===== config.mk =====
export PLATFORM = sky130hd
export DESIGN_NAME = length_prefixed_record_parser_top_flat
export DESIGN_NICKNAME = d
export VERILOG_FILES = /design/src/design/lprp_pkg.sv /design/src/design/lprp_in_if.sv /design/src/design/lprp_out_if.sv /design/src/design/length_prefixed_record_parser_top.sv /design/src/design/lprp_front.sv /design/src/design/lprp_queue.sv /design/src/flat_wrapper.sv
export VERILOG_INCLUDE_DIRS = /design/src /design/src/design
export SDC_FILE = /design/constraint.sdc
export NUM_CORES = 1
export LEC_CHECK = 0
export ABC_AREA = 1
export BUFFER_PORTS_ARGS = -buffer_cell sky130_fd_sc_hd__buf_2
export CORE_ASPECT_RATIO = 1.5
export CORE_UTILIZATION = 27
export CTS_CLUSTER_DIAMETER = 30
export DETAILED_ROUTE_END_ITERATION = 16
export SKIP_CTS_REPAIR_TIMING = 1
export SYNTH_ARGS = -nofsm -noshare
export SYNTH_HDL_FRONTEND = slang
export SYNTH_SLANG_ARGS = --single-unit

===== constraint.sdc =====
create_clock -name clk -period 10.3 [get_ports clk]
set_input_delay 0 -clock clk [delete_from_list [all_inputs] [get_ports clk]]
set_output_delay 0 -clock clk [all_outputs]
set_load 0.02 [all_outputs]

===== src/design/assert_macros.svh =====
// Assertion macros used by the record parser RTL.
// Depends on nothing; users supply clk and rst_n in scope.
`ifndef ASSERT_MACROS_SVH
`define ASSERT_MACROS_SVH

// Clocked check, off while reset is held.
`define LPRP_ASSERT(label, prop, msg) \
  label: assert property (@(posedge clk) disable iff (!rst_n) (prop)) else $error(msg);

// Clocked check that also holds during reset.
`define LPRP_ASSERT_ALWAYS(label, prop, msg) \
  label: assert property (@(posedge clk) (prop)) else $error(msg);

`endif


===== src/design/lprp_pkg.sv =====
// Shared types and constants for the length-prefixed record parser.
// No dependencies.
package lprp_pkg;

  localparam int unsigned MAX_FRAME_BYTES = 65536;
  localparam int unsigned FRAME_W         = $clog2(MAX_FRAME_BYTES + 1);
  localparam int unsigned STR_W           = 17;

  localparam logic [31:0]      START_MARKER_RST = 32'h0000_008E;
  localparam logic [31:0]      END_MARKER_RST   = 32'h0000_008F;
  localparam logic [STR_W-1:0] STRING_LIMIT_RST = 17'h1_0000;

  localparam logic [1:0] CFG_START_MARKER = 2'd0;
  localparam logic [1:0] CFG_END_MARKER   = 2'd1;
  localparam logic [1:0] CFG_STRING_LIMIT = 2'd2;

  localparam logic [31:0] ERR_NEG_FRAME   = 32'd1;
  localparam logic [31:0] ERR_BIG_FRAME   = 32'd2;
  localparam logic [31:0] ERR_BIG_STRING  = 32'd3;
  localparam logic [31:0] ERR_TRUNCATED   = 32'd4;

  typedef enum logic [2:0] {
    KIND_HOST   = 3'd0,
    KIND_USER   = 3'd1,
    KIND_CMD    = 3'd2,
    KIND_MSG    = 3'd3,
    KIND_DONE   = 3'd4,
    KIND_ERROR  = 3'd5,
    KIND_REJECT = 3'd6
  } kind_t;

  typedef struct packed {
    kind_t       kind;
    logic [31:0] value;
    logic        string_end;
  } result_t;

  typedef struct packed {
    logic [31:0]      start_marker;
    logic [31:0]      end_marker;
    logic [STR_W-1:0] string_limit;
  } cfg_t;

endpackage


===== src/design/lprp_in_if.sv =====
// Byte input channel of the record parser.
// No dependencies.
interface lprp_in_if;
  logic       valid;
  logic       ready;
  logic [7:0] data_byte;

  modport source (output valid, output data_byte, input ready);
  modport sink   (input valid, input data_byte, output ready);
endinterface


===== src/design/lprp_out_if.sv =====
// Result channel of the record parser.
// No dependencies.
interface lprp_out_if;
  logic        valid;
  logic        ready;
  logic [2:0]  kind;
  logic [31:0] value;
  logic        string_end;

  modport source (output valid, output kind, output value, output string_end, input ready);
  modport sink   (input valid, input kind, input value, input string_end, output ready);
endinterface


===== src/design/length_prefixed_record_parser_top.sv =====
// Top level of the length-prefixed record parser: configuration registers,
// front end and result queue. Depends on lprp_pkg, the channel interfaces,
// lprp_front, lprp_queue and assert_macros.svh.
//
// Takes one byte per clock while input ready is high: each transferred byte updates
// the frame and record state in the same cycle, and any result it causes reaches
// the result channel in the cycle after at the earliest, behind any results still
// waiting in the two-entry queue. Input ready drops only while both queue
// entries hold results the sink has not taken. After reset the block is ready
// at once; there is no clearing pass.
`include "assert_macros.svh"

module length_prefixed_record_parser_top (
  input  logic        clk,
  input  logic        rst_n,
  lprp_in_if.sink     in_ch,
  lprp_out_if.source  out_ch,
  input  logic        cfg_we,
  input  logic [1:0]  cfg_index,
  input  logic [31:0] cfg_data
);

  lprp_pkg::cfg_t    cfg_r;
  logic              q_ready;
  logic              push_valid;
  lprp_pkg::result_t push_data;
  logic              sticky_err;
  logic              out_str_end;
  logic              out_str_kind;

  assign out_str_end  = out_ch.valid && out_ch.string_end;
  assign out_str_kind = (out_ch.kind == lprp_pkg::KIND_USER) ||
                        (out_ch.kind == lprp_pkg::KIND_MSG);

  always_ff @(posedge clk) begin
    if (!rst_n) begin
      cfg_r.start_marker <= lprp_pkg::START_MARKER_RST;
      cfg_r.end_marker   <= lprp_pkg::END_MARKER_RST;
      cfg_r.string_limit <= lprp_pkg::STRING_LIMIT_RST;
    end else if (cfg_we) begin
      case (cfg_index)
        lprp_pkg::CFG_START_MARKER: cfg_r.start_marker <= cfg_data;
        lprp_pkg::CFG_END_MARKER:   cfg_r.end_marker   <= cfg_data;
        lprp_pkg::CFG_STRING_LIMIT: cfg_r.string_limit <= cfg_data[lprp_pkg::STR_W-1:0];
        default: begin
        end
      endcase
    end
  end

  lprp_front u_front (
    .clk        (clk),
    .rst_n      (rst_n),
    .cfg        (cfg_r),
    .in_ch      (in_ch),
    .q_ready    (q_ready),
    .push_valid (push_valid),
    .push_data  (push_data),
    .sticky_err (sticky_err)
  );

  lprp_queue u_queue (
    .clk        (clk),
    .rst_n      (rst_n),
    .push_valid (push_valid),
    .push_data  (push_data),
    .push_ready (q_ready),
    .out_ch     (out_ch)
  );

  `LPRP_ASSERT(a_push_room, push_valid |-> q_ready, "result pushed into a full queue")
  `LPRP_ASSERT(a_sticky_silent, sticky_err |-> !push_valid, "result after sticky error")
  `LPRP_ASSERT(a_string_end_kind, out_str_end |-> out_str_kind, "string end on other kind")

endmodule


===== src/design/lprp_front.sv =====
// Front end: frame splitting and record parsing, one byte per transfer.
// Depends on lprp_pkg and lprp_in_if; pushes results into lprp_queue.
module lprp_front (
  input  logic              clk,
  input  logic              rst_n,
  input  lprp_pkg::cfg_t    cfg,
  lprp_in_if.sink           in_ch,
  input  logic              q_ready,
  output logic              push_valid,
  output lprp_pkg::result_t push_data,
  output logic              sticky_err
);

  typedef enum logic [3:0] {
    PH_START   = 4'd0,
    PH_HOST    = 4'd1,
    PH_ULEN    = 4'd2,
    PH_UBYTES  = 4'd3,
    PH_CMD     = 4'd4,
    PH_MLEN    = 4'd5,
    PH_MBYTES  = 4'd6,
    PH_END     = 4'd7,
    PH_DISCARD = 4'd8
  } phase_t;

  function automatic logic is_word_phase(input phase_t p);
    return (p == PH_START) || (p == PH_HOST) || (p == PH_ULEN) ||
           (p == PH_CMD) || (p == PH_MLEN) || (p == PH_END);
  endfunction

  function automatic logic is_str_phase(input phase_t p);
    return (p == PH_UBYTES) || (p == PH_MBYTES);
  endfunction

  logic                          frame_on_r,  frame_on_nxt;
  logic [lprp_pkg::FRAME_W-1:0]  frame_rem_r, frame_rem_nxt;
  logic [23:0]                   shift_r,     shift_nxt;
  logic [1:0]                    cnt_r,       cnt_nxt;
  phase_t                        phase_r,     phase_nxt;
  logic [lprp_pkg::STR_W-1:0]    str_rem_r,   str_rem_nxt;
  logic                          had_zero_r,  had_zero_nxt;
  logic                          sticky_r,    sticky_nxt;

  logic                          accept;
  logic [7:0]                    b;
  logic [31:0]                   word;
  logic                          word_done;
  logic [lprp_pkg::FRAME_W-1:0]  rem_dec;
  logic [lprp_pkg::STR_W-1:0]    str_dec;
  logic                          had;
  logic                          user;
  lprp_pkg::kind_t               skind;

  assign in_ch.ready = q_ready;
  assign accept      = in_ch.valid && q_ready;
  assign b           = in_ch.data_byte;
  assign word        = {shift_r, b};
  assign word_done   = (cnt_r == 2'd3);
  assign rem_dec     = frame_rem_r - 1'b1;
  assign str_dec     = str_rem_r - 1'b1;
  assign had         = had_zero_r | (b == 8'd0);
  assign user        = (phase_r == PH_UBYTES);
  assign skind       = user ? lprp_pkg::KIND_USER : lprp_pkg::KIND_MSG;
  assign sticky_err  = sticky_r;

  always_comb begin
    frame_on_nxt  = frame_on_r;
    frame_rem_nxt = frame_rem_r;
    shift_nxt     = shift_r;
    cnt_nxt       = cnt_r;
    phase_nxt     = phase_r;
    str_rem_nxt   = str_rem_r;
    had_zero_nxt  = had_zero_r;
    sticky_nxt    = sticky_r;
    push_valid    = 1'b0;
    push_data     = '{kind: lprp_pkg::KIND_HOST, value: 32'd0, string_end: 1'b0};

    if (accept && !sticky_r) begin
      if (!frame_on_r) begin
        if (word_done) begin
          shift_nxt = '0;
          cnt_nxt   = 2'd0;
          if (word[31]) begin
            sticky_nxt = 1'b1;
            push_valid = 1'b1;
            push_data  = '{kind: lprp_pkg::KIND_ERROR, value: lprp_pkg::ERR_NEG_FRAME,
                           string_end: 1'b0};
          end else if (word == 32'd0) begin
          end else if (word > 32'(lprp_pkg::MAX_FRAME_BYTES)) begin
            sticky_nxt = 1'b1;
            push_valid = 1'b1;
            push_data  = '{kind: lprp_pkg::KIND_ERROR, value: lprp_pkg::ERR_BIG_FRAME,
                           string_end: 1'b0};
          end else begin
            frame_on_nxt  = 1'b1;
            frame_rem_nxt = word[lprp_pkg::FRAME_W-1:0];
            phase_nxt     = PH_START;
            str_rem_nxt   = '0;
            had_zero_nxt  = 1'b0;
          end
        end else begin
          shift_nxt = {shift_r[15:0], b};
          cnt_nxt   = cnt_r + 2'd1;
        end
      end else begin
        frame_rem_nxt = rem_dec;
        unique case (phase_r) inside
          PH_START, PH_HOST, PH_ULEN, PH_CMD, PH_MLEN, PH_END: begin
            if (word_done) begin
              shift_nxt = '0;
              cnt_nxt   = 2'd0;
              unique case (phase_r) inside
                PH_START: begin
                  if (word == cfg.start_marker) phase_nxt = PH_HOST;
                end
                PH_HOST: begin
                  push_valid = 1'b1;
                  push_data  = '{kind: lprp_pkg::KIND_HOST, value: word, string_end: 1'b0};
                  phase_nxt  = PH_ULEN;
                end
                PH_CMD: begin
                  push_valid = 1'b1;
                  push_data  = '{kind: lprp_pkg::KIND_CMD, value: word, string_end: 1'b0};
                  phase_nxt  = PH_MLEN;
                end
                PH_END: begin
                  if (word == cfg.end_marker) begin
                    push_valid = 1'b1;
                    push_data  = '{kind: lprp_pkg::KIND_DONE, value: word, string_end: 1'b0};
                    phase_nxt  = PH_START;
                  end
                end
                default: begin
                  if (word > {15'd0, cfg.string_limit}) begin
                    push_valid = 1'b1;
                    push_data  = '{kind: lprp_pkg::KIND_ERROR,
                                   value: lprp_pkg::ERR_BIG_STRING, string_end: 1'b0};
                    phase_nxt  = PH_DISCARD;
                  end else if (word == 32'd0) begin
                    phase_nxt = (phase_r == PH_ULEN) ? PH_CMD : PH_END;
                  end else begin
                    str_rem_nxt  = word[lprp_pkg::STR_W-1:0];
                    had_zero_nxt = 1'b0;
                    phase_nxt    = (phase_r == PH_ULEN) ? PH_UBYTES : PH_MBYTES;
                  end
                end
              endcase
            end else begin
              shift_nxt = {shift_r[15:0], b};
              cnt_nxt   = cnt_r + 2'd1;
            end
          end
          PH_UBYTES, PH_MBYTES: begin
            str_rem_nxt = str_dec;
            push_valid  = 1'b1;
            if (str_dec == '0) begin
              had_zero_nxt = 1'b0;
              if (had) begin
                push_data = '{kind: lprp_pkg::KIND_REJECT, value: {29'd0, skind},
                              string_end: 1'b0};
                phase_nxt = user ? PH_ULEN : PH_MLEN;
              end else begin
                push_data = '{kind: skind, value: {24'd0, b}, string_end: 1'b1};
                phase_nxt = user ? PH_CMD : PH_END;
              end
            end else begin
              had_zero_nxt = had;
              push_data    = '{kind: skind, value: {24'd0, b}, string_end: 1'b0};
            end
          end
          default: begin
          end
        endcase

        if (rem_dec == '0) begin
          if ((is_word_phase(phase_nxt) && (cnt_nxt != 2'd0)) || is_str_phase(phase_nxt)) begin
            push_valid = 1'b1;
            push_data  = '{kind: lprp_pkg::KIND_ERROR, value: lprp_pkg::ERR_TRUNCATED,
                           string_end: 1'b0};
          end
          frame_on_nxt = 1'b0;
          shift_nxt    = '0;
          cnt_nxt      = 2'd0;
          phase_nxt    = PH_START;
          str_rem_nxt  = '0;
          had_zero_nxt = 1'b0;
        end
      end
    end
  end

  always_ff @(posedge clk) begin
    if (!rst_n) begin
      frame_on_r  <= 1'b0;
      frame_rem_r <= '0;
      shift_r     <= '0;
      cnt_r       <= 2'd0;
      phase_r     <= PH_START;
      str_rem_r   <= '0;
      had_zero_r  <= 1'b0;
      sticky_r    <= 1'b0;
    end else begin
      frame_on_r  <= frame_on_nxt;
      frame_rem_r <= frame_rem_nxt;
      shift_r     <= shift_nxt;
      cnt_r       <= cnt_nxt;
      phase_r     <= phase_nxt;
      str_rem_r   <= str_rem_nxt;
      had_zero_r  <= had_zero_nxt;
      sticky_r    <= sticky_nxt;
    end
  end

endmodule


===== src/design/lprp_queue.sv =====
// Back end: two-entry result queue whose head register drives the result channel.
// Depends on lprp_pkg and lprp_out_if.
module lprp_queue (
  input  logic              clk,
  input  logic              rst_n,
  input  logic              push_valid,
  input  lprp_pkg::result_t push_data,
  output logic              push_ready,
  lprp_out_if.source        out_ch
);

  logic              head_v_r, head_v_nxt;
  logic              tail_v_r, tail_v_nxt;
  lprp_pkg::result_t head_r,   head_nxt;
  lprp_pkg::result_t tail_r,   tail_nxt;
  logic              pop;

  assign push_ready        = !tail_v_r;
  assign pop               = head_v_r && out_ch.ready;
  assign out_ch.valid      = head_v_r;
  assign out_ch.kind       = head_r.kind;
  assign out_ch.value      = head_r.value;
  assign out_ch.string_end = head_r.string_end;

  always_comb begin
    head_v_nxt = head_v_r;
    tail_v_nxt = tail_v_r;
    head_nxt   = head_r;
    tail_nxt   = tail_r;
    if (pop) begin
      if (tail_v_r) begin
        head_nxt   = tail_r;
        tail_v_nxt = 1'b0;
      end else if (push_valid) begin
        head_nxt = push_data;
      end else begin
        head_v_nxt = 1'b0;
      end
    end else if (push_valid && !tail_v_r) begin
      if (!head_v_r) begin
        head_nxt   = push_data;
        head_v_nxt = 1'b1;
      end else begin
        tail_nxt   = push_data;
        tail_v_nxt = 1'b1;
      end
    end
  end

  always_ff @(posedge clk) begin
    if (!rst_n) begin
      head_v_r <= 1'b0;
      tail_v_r <= 1'b0;
    end else begin
      head_v_r <= head_v_nxt;
      tail_v_r <= tail_v_nxt;
    end
    head_r <= head_nxt;
    tail_r <= tail_nxt;
  end

endmodule

===== src/flat_wrapper.sv =====
// flat-port wrapper written by rule: the top's interface ports become plain ports
module length_prefixed_record_parser_top_flat 
  (clk, rst_n, cfg_we, cfg_index, cfg_data, in_ch_valid, in_ch_data_byte, in_ch_ready, out_ch_valid, out_ch_kind, out_ch_value, out_ch_string_end, out_ch_ready);
  lprp_in_if in_ch_i ();
  lprp_out_if out_ch_i ();
  input  logic clk;
  input  logic rst_n;
  input  logic cfg_we;
  input  logic [1:0] cfg_index;
  input  logic [31:0] cfg_data;
  input wire logic [$bits(in_ch_i.valid)-1:0] in_ch_valid;
  input wire logic [$bits(in_ch_i.data_byte)-1:0] in_ch_data_byte;
  output wire logic [$bits(in_ch_i.ready)-1:0] in_ch_ready;
  output wire logic [$bits(out_ch_i.valid)-1:0] out_ch_valid;
  output wire logic [$bits(out_ch_i.kind)-1:0] out_ch_kind;
  output wire logic [$bits(out_ch_i.value)-1:0] out_ch_value;
  output wire logic [$bits(out_ch_i.string_end)-1:0] out_ch_string_end;
  input wire logic [$bits(out_ch_i.ready)-1:0] out_ch_ready;
  assign in_ch_i.valid = in_ch_valid;
  assign in_ch_i.data_byte = in_ch_data_byte;
  assign in_ch_ready = in_ch_i.ready;
  assign out_ch_valid = out_ch_i.valid;
  assign out_ch_kind = out_ch_i.kind;
  assign out_ch_value = out_ch_i.value;
  assign out_ch_string_end = out_ch_i.string_end;
  assign out_ch_i.ready = out_ch_ready;
  length_prefixed_record_parser_top u_core (.clk(clk), .rst_n(rst_n), .in_ch(in_ch_i), .out_ch(out_ch_i), .cfg_we(cfg_we), .cfg_index(cfg_index), .cfg_data(cfg_data));
endmodule

==> results of run 1 <==
placed cells by master, fill, tap and decap left out, types with 5 or more instances in the layout:
cell type	instances
nor2_2	18
ha_1	26
nor2_1	225
xor2_1	16
clkinv_4	6
inv_2	10
nor3_1	10
nand4_1	19
nand2_2	7
nand2_1	327
a31oi_1	12
nand2_4	5
a211oi_2	12
nor3_2	5
a21oi_2	19
dlygate4sd3_1	42
buf_2	84
o21ai_2	31
xnor2_1	52
a21oi_1	72
edfxtp_1	72
dfxtp_1	150
o211ai_2	10
o211ai_1	9
nand3_1	58
inv_1	110
nand3_2	18
buf_4	8
clkbuf_16	36
or2_2	5
o21ai_0	99
nor4_1	9
cell usage after synthesis, drive strengths merged:
master / instances / area [um^2]
nor3: 15 / 100
a21boi: 1 / 7.51
o21ai: 134 / 787
o41ai: 1 / 8.76
nand3b: 3 / 22.5
a31oi: 13 / 87.6
clkinv: 4 / 20.0
xnor2: 53 / 472
nand2: 340 / 1350
a221oi: 1 / 8.76
or2: 5 / 31.3
o21a: 1 / 7.51
nor4: 12 / 93.8
nand4: 19 / 119
inv: 120 / 453
a21o: 1 / 7.51
and2: 1 / 6.26
nand3: 76 / 470
edfxtp: 72 / 2160
o221ai: 1 / 8.76
buf: 27 / 220
nor2: 248 / 1010
dfxtp: 150 / 3000
ha: 26 / 325
a211oi: 14 / 165
clkbuf: 55 / 206
o211ai: 19 / 193
a21oi: 91 / 527
xor2: 17 / 156
flip-flops by register name, summed over array words and instances, names as in the netlist, 2 cells and up:
signal and count:
u_core.cfg_r 81, u_core.u_front.cnt_r 2, u_core.u_front.frame_rem_r 17, u_core.u_front.phase_r 4
u_core.u_front.shift_r 24, u_core.u_front.str_rem_r 17, u_core.u_queue.out_ch.kind 3, u_core.u_queue.out_ch.value 32
u_core.u_queue.tail_r 36
worst max-delay path, delay by kind of cell (launching register included):
family / cells / cell delay, ns
AO/OA/AOI/OAI: 1 / 0.75
buffers and inverters: 2 / 1.12
flip-flops: 1 / 0.50
AND/OR/NAND/NOR: 11 / 2.20
how the worst max path moves through the flow:
stage                                                   end  depth (start not counted)
CTS                      u_core.u_queue.tail_r[9]$_DFFE_PP_                         14
global placement        u_core.u_queue.tail_r[23]$_DFFE_PP_                         14
finish                  u_core.u_queue.tail_r[26]$_DFFE_PP_                         14
detailed placement      u_core.u_queue.tail_r[23]$_DFFE_PP_                         14
global route             u_core.u_queue.tail_r[9]$_DFFE_PP_                         14
floorplan           u_core.u_queue.out_ch.kind[0]$_DFFE_PP_                         21
cells by family (layout without fill, tap and decap cells):
kind of cell	count (synthesis)	count (layout)
simple gates	719	719
compound gates	277	277
flops	222	222
buf+inv	206	324
xor+xnor	70	70
fa+ha+maj	26	26
area by class of cell:
class	count	area, um^2
multi-input cells	1092	5990
clock inverters	25	263
repair buffers	134	901
flip-flops and latches	222	5160
fillers	4617	29400
inverters	124	473
well taps	576	721
clock buffers	41	930
power by group through the flow:
stage / clock network, mW / registers [mW] / logic [mW]
global route: 1.24 / 0.953 / 0.215
detailed placement: 0 / 0.969 / 0.179
CTS: 1.21 / 0.951 / 0.180
global placement: 0 / 0.968 / 0.176
finish: 1.18 / 0.951 / 0.191
floorplan: 0 / 0.956 / 0.133
stage by stage:
step,utilization,setup WS (ns)
after detailed placement,0.292,5.43
after global placement,0.292,5.53
after floorplan,-,6.00
final,0.329,5.33
after global routing,0.329,4.93
after CTS,0.320,5.39
per-layer routing:
metal	track usage	wire length (um)	up-vias
li1	-	-	5182
met3	0.0207	1060	67
met2	0.273	17700	197
met4	0.0687	1280	0
met1	0.173	14400	4870
met5	0	0	-
==> flow_summary.toml, run 1 <==
[worst_setup_path]
slowest_delay_ns = 0.97
path_cells = "inv_2 > nand2_1 > nor2_1 > a31oi_2 > clkinv_1 > nand3_1 > nand3_2 > nand3_1 > nand3_1 > nand2_2 > nand2_4 > nand2_1 > nand2_1 > nor2_4"
crit_slowest_cell = "clkinv_1"
critPathArrivalTime_ns = 5.13
cp-startpoint = "u_core.u_front.phase_r[3]$_SDFFE_PN0P_"
worst_setup_path_end_kind = "flop"
cp.required_ns = 10.46
r2r_slack_ns = 5.33
r2r-end = "u_core.u_queue.tail_r[26]$_DFFE_PP_"
critPathMaxFanout = 36
reg2regPathDepth = 14
crit_type = "flop to flop"
r2r-start = "u_core.u_front.phase_r[3]$_SDFFE_PN0P_"
cp-start-kind = "flop"

[placement]
portBuffers = 84
place_congestion = 0.900
hpwlAfterDp_um = 24500
place_area_um2 = 12800
dp.cells = 2106

[floorplanning]
die_w_um = 174
start_util = 0.274
die_h_um = 260
fp.coreArea_um2 = 43900
io_pins = 85
die-area_um2 = 45400
rows = 94

[logic_synthesis]
synth_compound_area_frac = 0.150
synth_area_um2 = 12000
synthesis.yosys.warnings = 0
muxShareOfSynthArea = 0
synth_area_per_cell_um2 = 7.91
yosys.area_share.xor_xnor = 0.0522
ys_seq_elements = 222
synth_fa_ha_area_frac = 0.0270
syn_inst = 1520
synth.yosys.seq_area_share = 0.429
yosysUniqueCellTypes = 52
synth_nets = 1593
synth_top_family_by_area = "simple AND/OR/NAND/NOR gates"
synth_simple_gate_area_frac = 0.266

[finish]
drive_above_1_share = 0.187
stdcell_area_um2 = 14400
diodes = 0
nNetsFinal = 1683
finalNonFillerCells = 2214
syn2layout_area_growth_pct = 20.0

[drt]
drt_iter0_markers = 589
drt-pass1-iter-count = 5
drt_wl_total_um = 34400
routedWlPerCell_um = 15.5
drc = 0
vias = 10300
ant_nets = 0
avgViaCountPerCell = 4.66

[clocking]
cts.sinks = 222
cts_max_path_buffers = 3
cts_buffers = 36
clk_pin_slew_ns = 0.05
cts_root_buf = "clkbuf_16"
cts_tree = "built"
htree_levels = 2
clk_latency_ns = 0.54

[run_status]
violations = "negative hold slack"
status = "finished, violations left"

[power]
power.density_nw_per_um2 = 161
p_int_mw = 1.72
swShare = 0.261
clock_power_share = 0.509
power_frac_comb = 0.082
peakVddDrop_uv = 95.9
p_leak_nw = 5.67
p_sw_uw = 607
power.total_mw = 2.33
power_frac_seq = 0.409

[timing]
fin_crit_sh = 0.482
drv_slew = 0
final.setup.tns_ns = 0
tightest_slew_ns = 1.09
setup_viol = 0
rsz0062_at_grt = "false"
max_freq_mhz = 201
holdWs_ns = -0.0460
clock_skew_ns = 0.0345
maxSlewHeadroom = 0.272
hold_viol = 3
layout_min_cycle_time_ns = 4.97

[global_route]
gr-total-overflow = 0
grt_pass1_wl_um = 53800
grt_max_degree = 101
grt_pass1_vias = 9841
gr-usage-all-layers = 0.150
antenna_found_initial = 0

[min_path]
min_path_cells = 4
hold-path-endpoint = "u_core.cfg_r[16]$_SDFFE_PN1P_"
hp-start = "cfg_we"
hold_path_class = "input pin to flop"

[flow_run]
drv_cap = 0
Note: power is estimated with default switching activity, not from simulation.
==> inputs of run 2 (changes only) <==
--- a/config.mk
+++ b/config.mk
@@ -6,7 +6,7 @@
 export SDC_FILE = /design/constraint.sdc
 export NUM_CORES = 1
 export LEC_CHECK = 0
-export ABC_AREA = 1
+export ABC_AREA = 0
 export BUFFER_PORTS_ARGS = -buffer_cell sky130_fd_sc_hd__buf_2
 export CORE_ASPECT_RATIO = 1.5
 export CORE_UTILIZATION = 27
==> constraint.sdc (replaced) <==
create_clock -name clk -period 4.8 [get_ports clk]
set_input_delay 0 -clock clk [delete_from_list [all_inputs] [get_ports clk]]
set_output_delay 0 -clock clk [all_outputs]
set_load 0.02 [all_outputs]
==> run 2 against run 1 <==
Against the previous run: synthesized cell count fell by 7.3%; hold slack better by 0.019 ns; first-iteration DRC count is 42% higher; via count grew 4.8%; global-route usage rose by 2.0 points; sequential cell count did not move; final cell count is 5.1% lower; combinational power increased by 97%; sequential share of layout area shrank 1.4 points; maximum frequency is 20% higher; the run still ends with negative hold slack left.
==> flow_summary.toml, run 2 <==
[power]
peakVddDrop_uv = 207
p_leak_nw = 5.69
power.density_nw_per_um2 = 355

[floorplanning]
die-area_um2 = 46200
start_util = 0.273
die_h_um = 263
rows = 95
io_pins = 85
fp.coreArea_um2 = 44800
die_w_um = 176

[logic_synthesis]
synth_fa_ha_area_frac = 0.0266
synth_area_per_cell_um2 = 8.69
synth_area_leaders = "dfxtp_1 (25%), edfxtp_1 (18%), nand2_1 (7.9%)"
synthesis.yosys.warnings = 0
synth_top_cell_by_area = "dfxtp_1"
ys_seq_elements = 222
synth.yosys.seq_area_share = 0.422
synth-edff-count = 72
muxShareOfSynthArea = 0.00337
synthArstFlopShare = 0
syn_inst = 1409
synth_top_family_by_area = "simple AND/OR/NAND/NOR gates"
yosys.area.top_type_share = 0.245
synth_nets = 1482
synth_area_um2 = 12300
synth_flop_cell = "dfxtp_1"
synthTopCellsByCount = "nand2_1 (258), dfxtp_1 (150), a21boi_0 (110)"
synth.most_common_cell = "nand2_1"
synth_simple_gate_area_frac = 0.238
yosys.area_share.xor_xnor = 0.0542
yosysUniqueCellTypes = 77
synth_compound_area_frac = 0.196

[drt]
drt_iter0_markers = 834
vias = 10800
ant_nets = 0
drt-pass1-iter-count = 5
drt_wl_total_um = 39900
drc = 0
routedWlPerCell_um = 19.0
avgViaCountPerCell = 5.15

[finish]
drive_above_1_share = 0.157
syn2layout_area_growth_pct = 22.6
largest-register = "u_core.cfg_r"
multi_input_area_um2 = 6380
fill_cells = 4563
diodes = 0
seq_area_um2 = 5160
final_common_cell = "nand2_1"
final_cell_mix = "nand2_1 (257), dfxtp_1 (150), a21boi_0 (110), buf_2 (83), edfxtp_1 (72)"
nNetsFinal = 1559
largest_reg_flops = 81

[placement]
place_congestion = 0.880
pre_cts_slack_ns = 0.706
portBuffers = 84
hpwlAfterDp_um = 27700

[global_route]
grt_pass1_wl_um = 61100
use_met3 = 0.0255
grt_max_degree = 98
grt_pass1_vias = 10500
use_met2 = 0.287
gr-usage-all-layers = 0.170
gr-total-overflow = 0
antenna_found_initial = 0
top_usage_layer = "met2"
gr-usage-met1 = 0.210

[timing]
final.setup.tns_ns = 0
layout_min_cycle_time_ns = 4.13
clock_skew_ns = 0.0258
hold_viol = 2
max_freq_mhz = 242
drv_slew = 0
setup_viol = 0
holdWs_ns = -0.0266
fin_crit_sh = 0.860
tightest_slew_ns = 0.847
rsz0062_at_grt = "false"
maxSlewHeadroom = 0.435
layout_setup_ws_ns = 0.670

[clocking]
cts_max_path_buffers = 3
htree_levels = 2
cts_tree = "built"
cts_buffers = 41
clk_latency_ns = 0.56
clk_pin_slew_ns = 0.06
cts.sinks = 222
cts_root_buf = "clkbuf_16"

[worst_setup_path]
worst_setup_path_end_kind = "flop"
critPathMaxFanout = 36
reg2regPathDepth = 13
cp.required_ns = 5.00
cp-start-kind = "flop"
crit_type = "flop to flop"
r2r_slack_ns = 0.67
critPathArrivalTime_ns = 4.33

[min_path]
min_path_cells = 5
hold_path_class = "input pin to flop"

[run_status]
violations = "negative hold slack"
status = "finished, violations left"

[flow_run]
drv_cap = 0
## run 2: final timing paths
| path | start | to |
|---|---|---|
| worst min-delay path | in_ch_valid | u_core.u_front.cnt_r[1]$_SDFFE_PN0P_ |
| worst max register to register | u_core.u_front.str_rem_r[0]$_SDFFE_PN0P_ | u_core.u_queue.out_ch.value[29]$_DFFE_PP_ |
| worst max-delay path | u_core.u_front.str_rem_r[0]$_SDFFE_PN0P_ | u_core.u_queue.out_ch.value[29]$_DFFE_PP_ |
| worst min register to register | u_core.cfg_r[6]$_SDFFE_PN0P_ | u_core.cfg_r[6]$_SDFFE_PN0P_ |
## run 2: layer usage
layer,share of wire,vias up
met3,0.050,81
met2,0.49,340
met5,0,-
li1,-,5147
met4,0.038,0
met1,0.42,5244
## run 2: power breakdown
group          leakage (nW)  internal, mW  switching (mW)  total, mW
registers              2.02          1.96          0.0359       2.00
logic                  3.00         0.146           0.230      0.376
clock network         0.672          1.85            1.11       2.95
## run 2: layout make-up
type                            instances  share of cell area
Clock buffer                           46              0.0703
Clock inverter                         29              0.0245
Inverter                               60              0.0150
Multi-Input combinational cell       1003               0.425
Sequential cell                       222               0.344
Tap cell                              582              0.0485
Timing Repair Buffer                  158              0.0728
## run 2: worst max-delay path: stages, from the launching register on
cell      delay (ns)
dfxtp_1         0.39
inv_1           0.10
ha_1            0.34
or3b_2          0.54
nor4_1          0.28
xnor2_1         0.20
nand4_2         0.22
a31o_2          0.30
nand2_1         0.06
o211ai_1        0.21
xor2_2          0.23
a21o_1          0.28
o31ai_4         0.18
buf_4           0.43
## run 2: cell families after synthesis
family,after synthesis
AO/OA/AOI/OAI,337
XOR/XNOR,75
adder cells (fa/ha/maj),26
buffers and inverters,184
flip-flops,222
multiplexers,4
AND/OR/NAND/NOR,561
## run 2: through the flow
stage                     hold WS (ns)  cell area [um^2]  total power [mW]  instances   util
after detailed placement         0.256             13200              2.39       1984  0.294
after floorplan                  0.124             12300              2.24       1409      -
after global routing            0.0103             15000              5.48       2100  0.335
after global placement           0.252             13200              2.38       1984  0.294
after CTS                       -0.315             14600              5.34       2059  0.326
final                          -0.0266             15000              5.33       2100  0.335
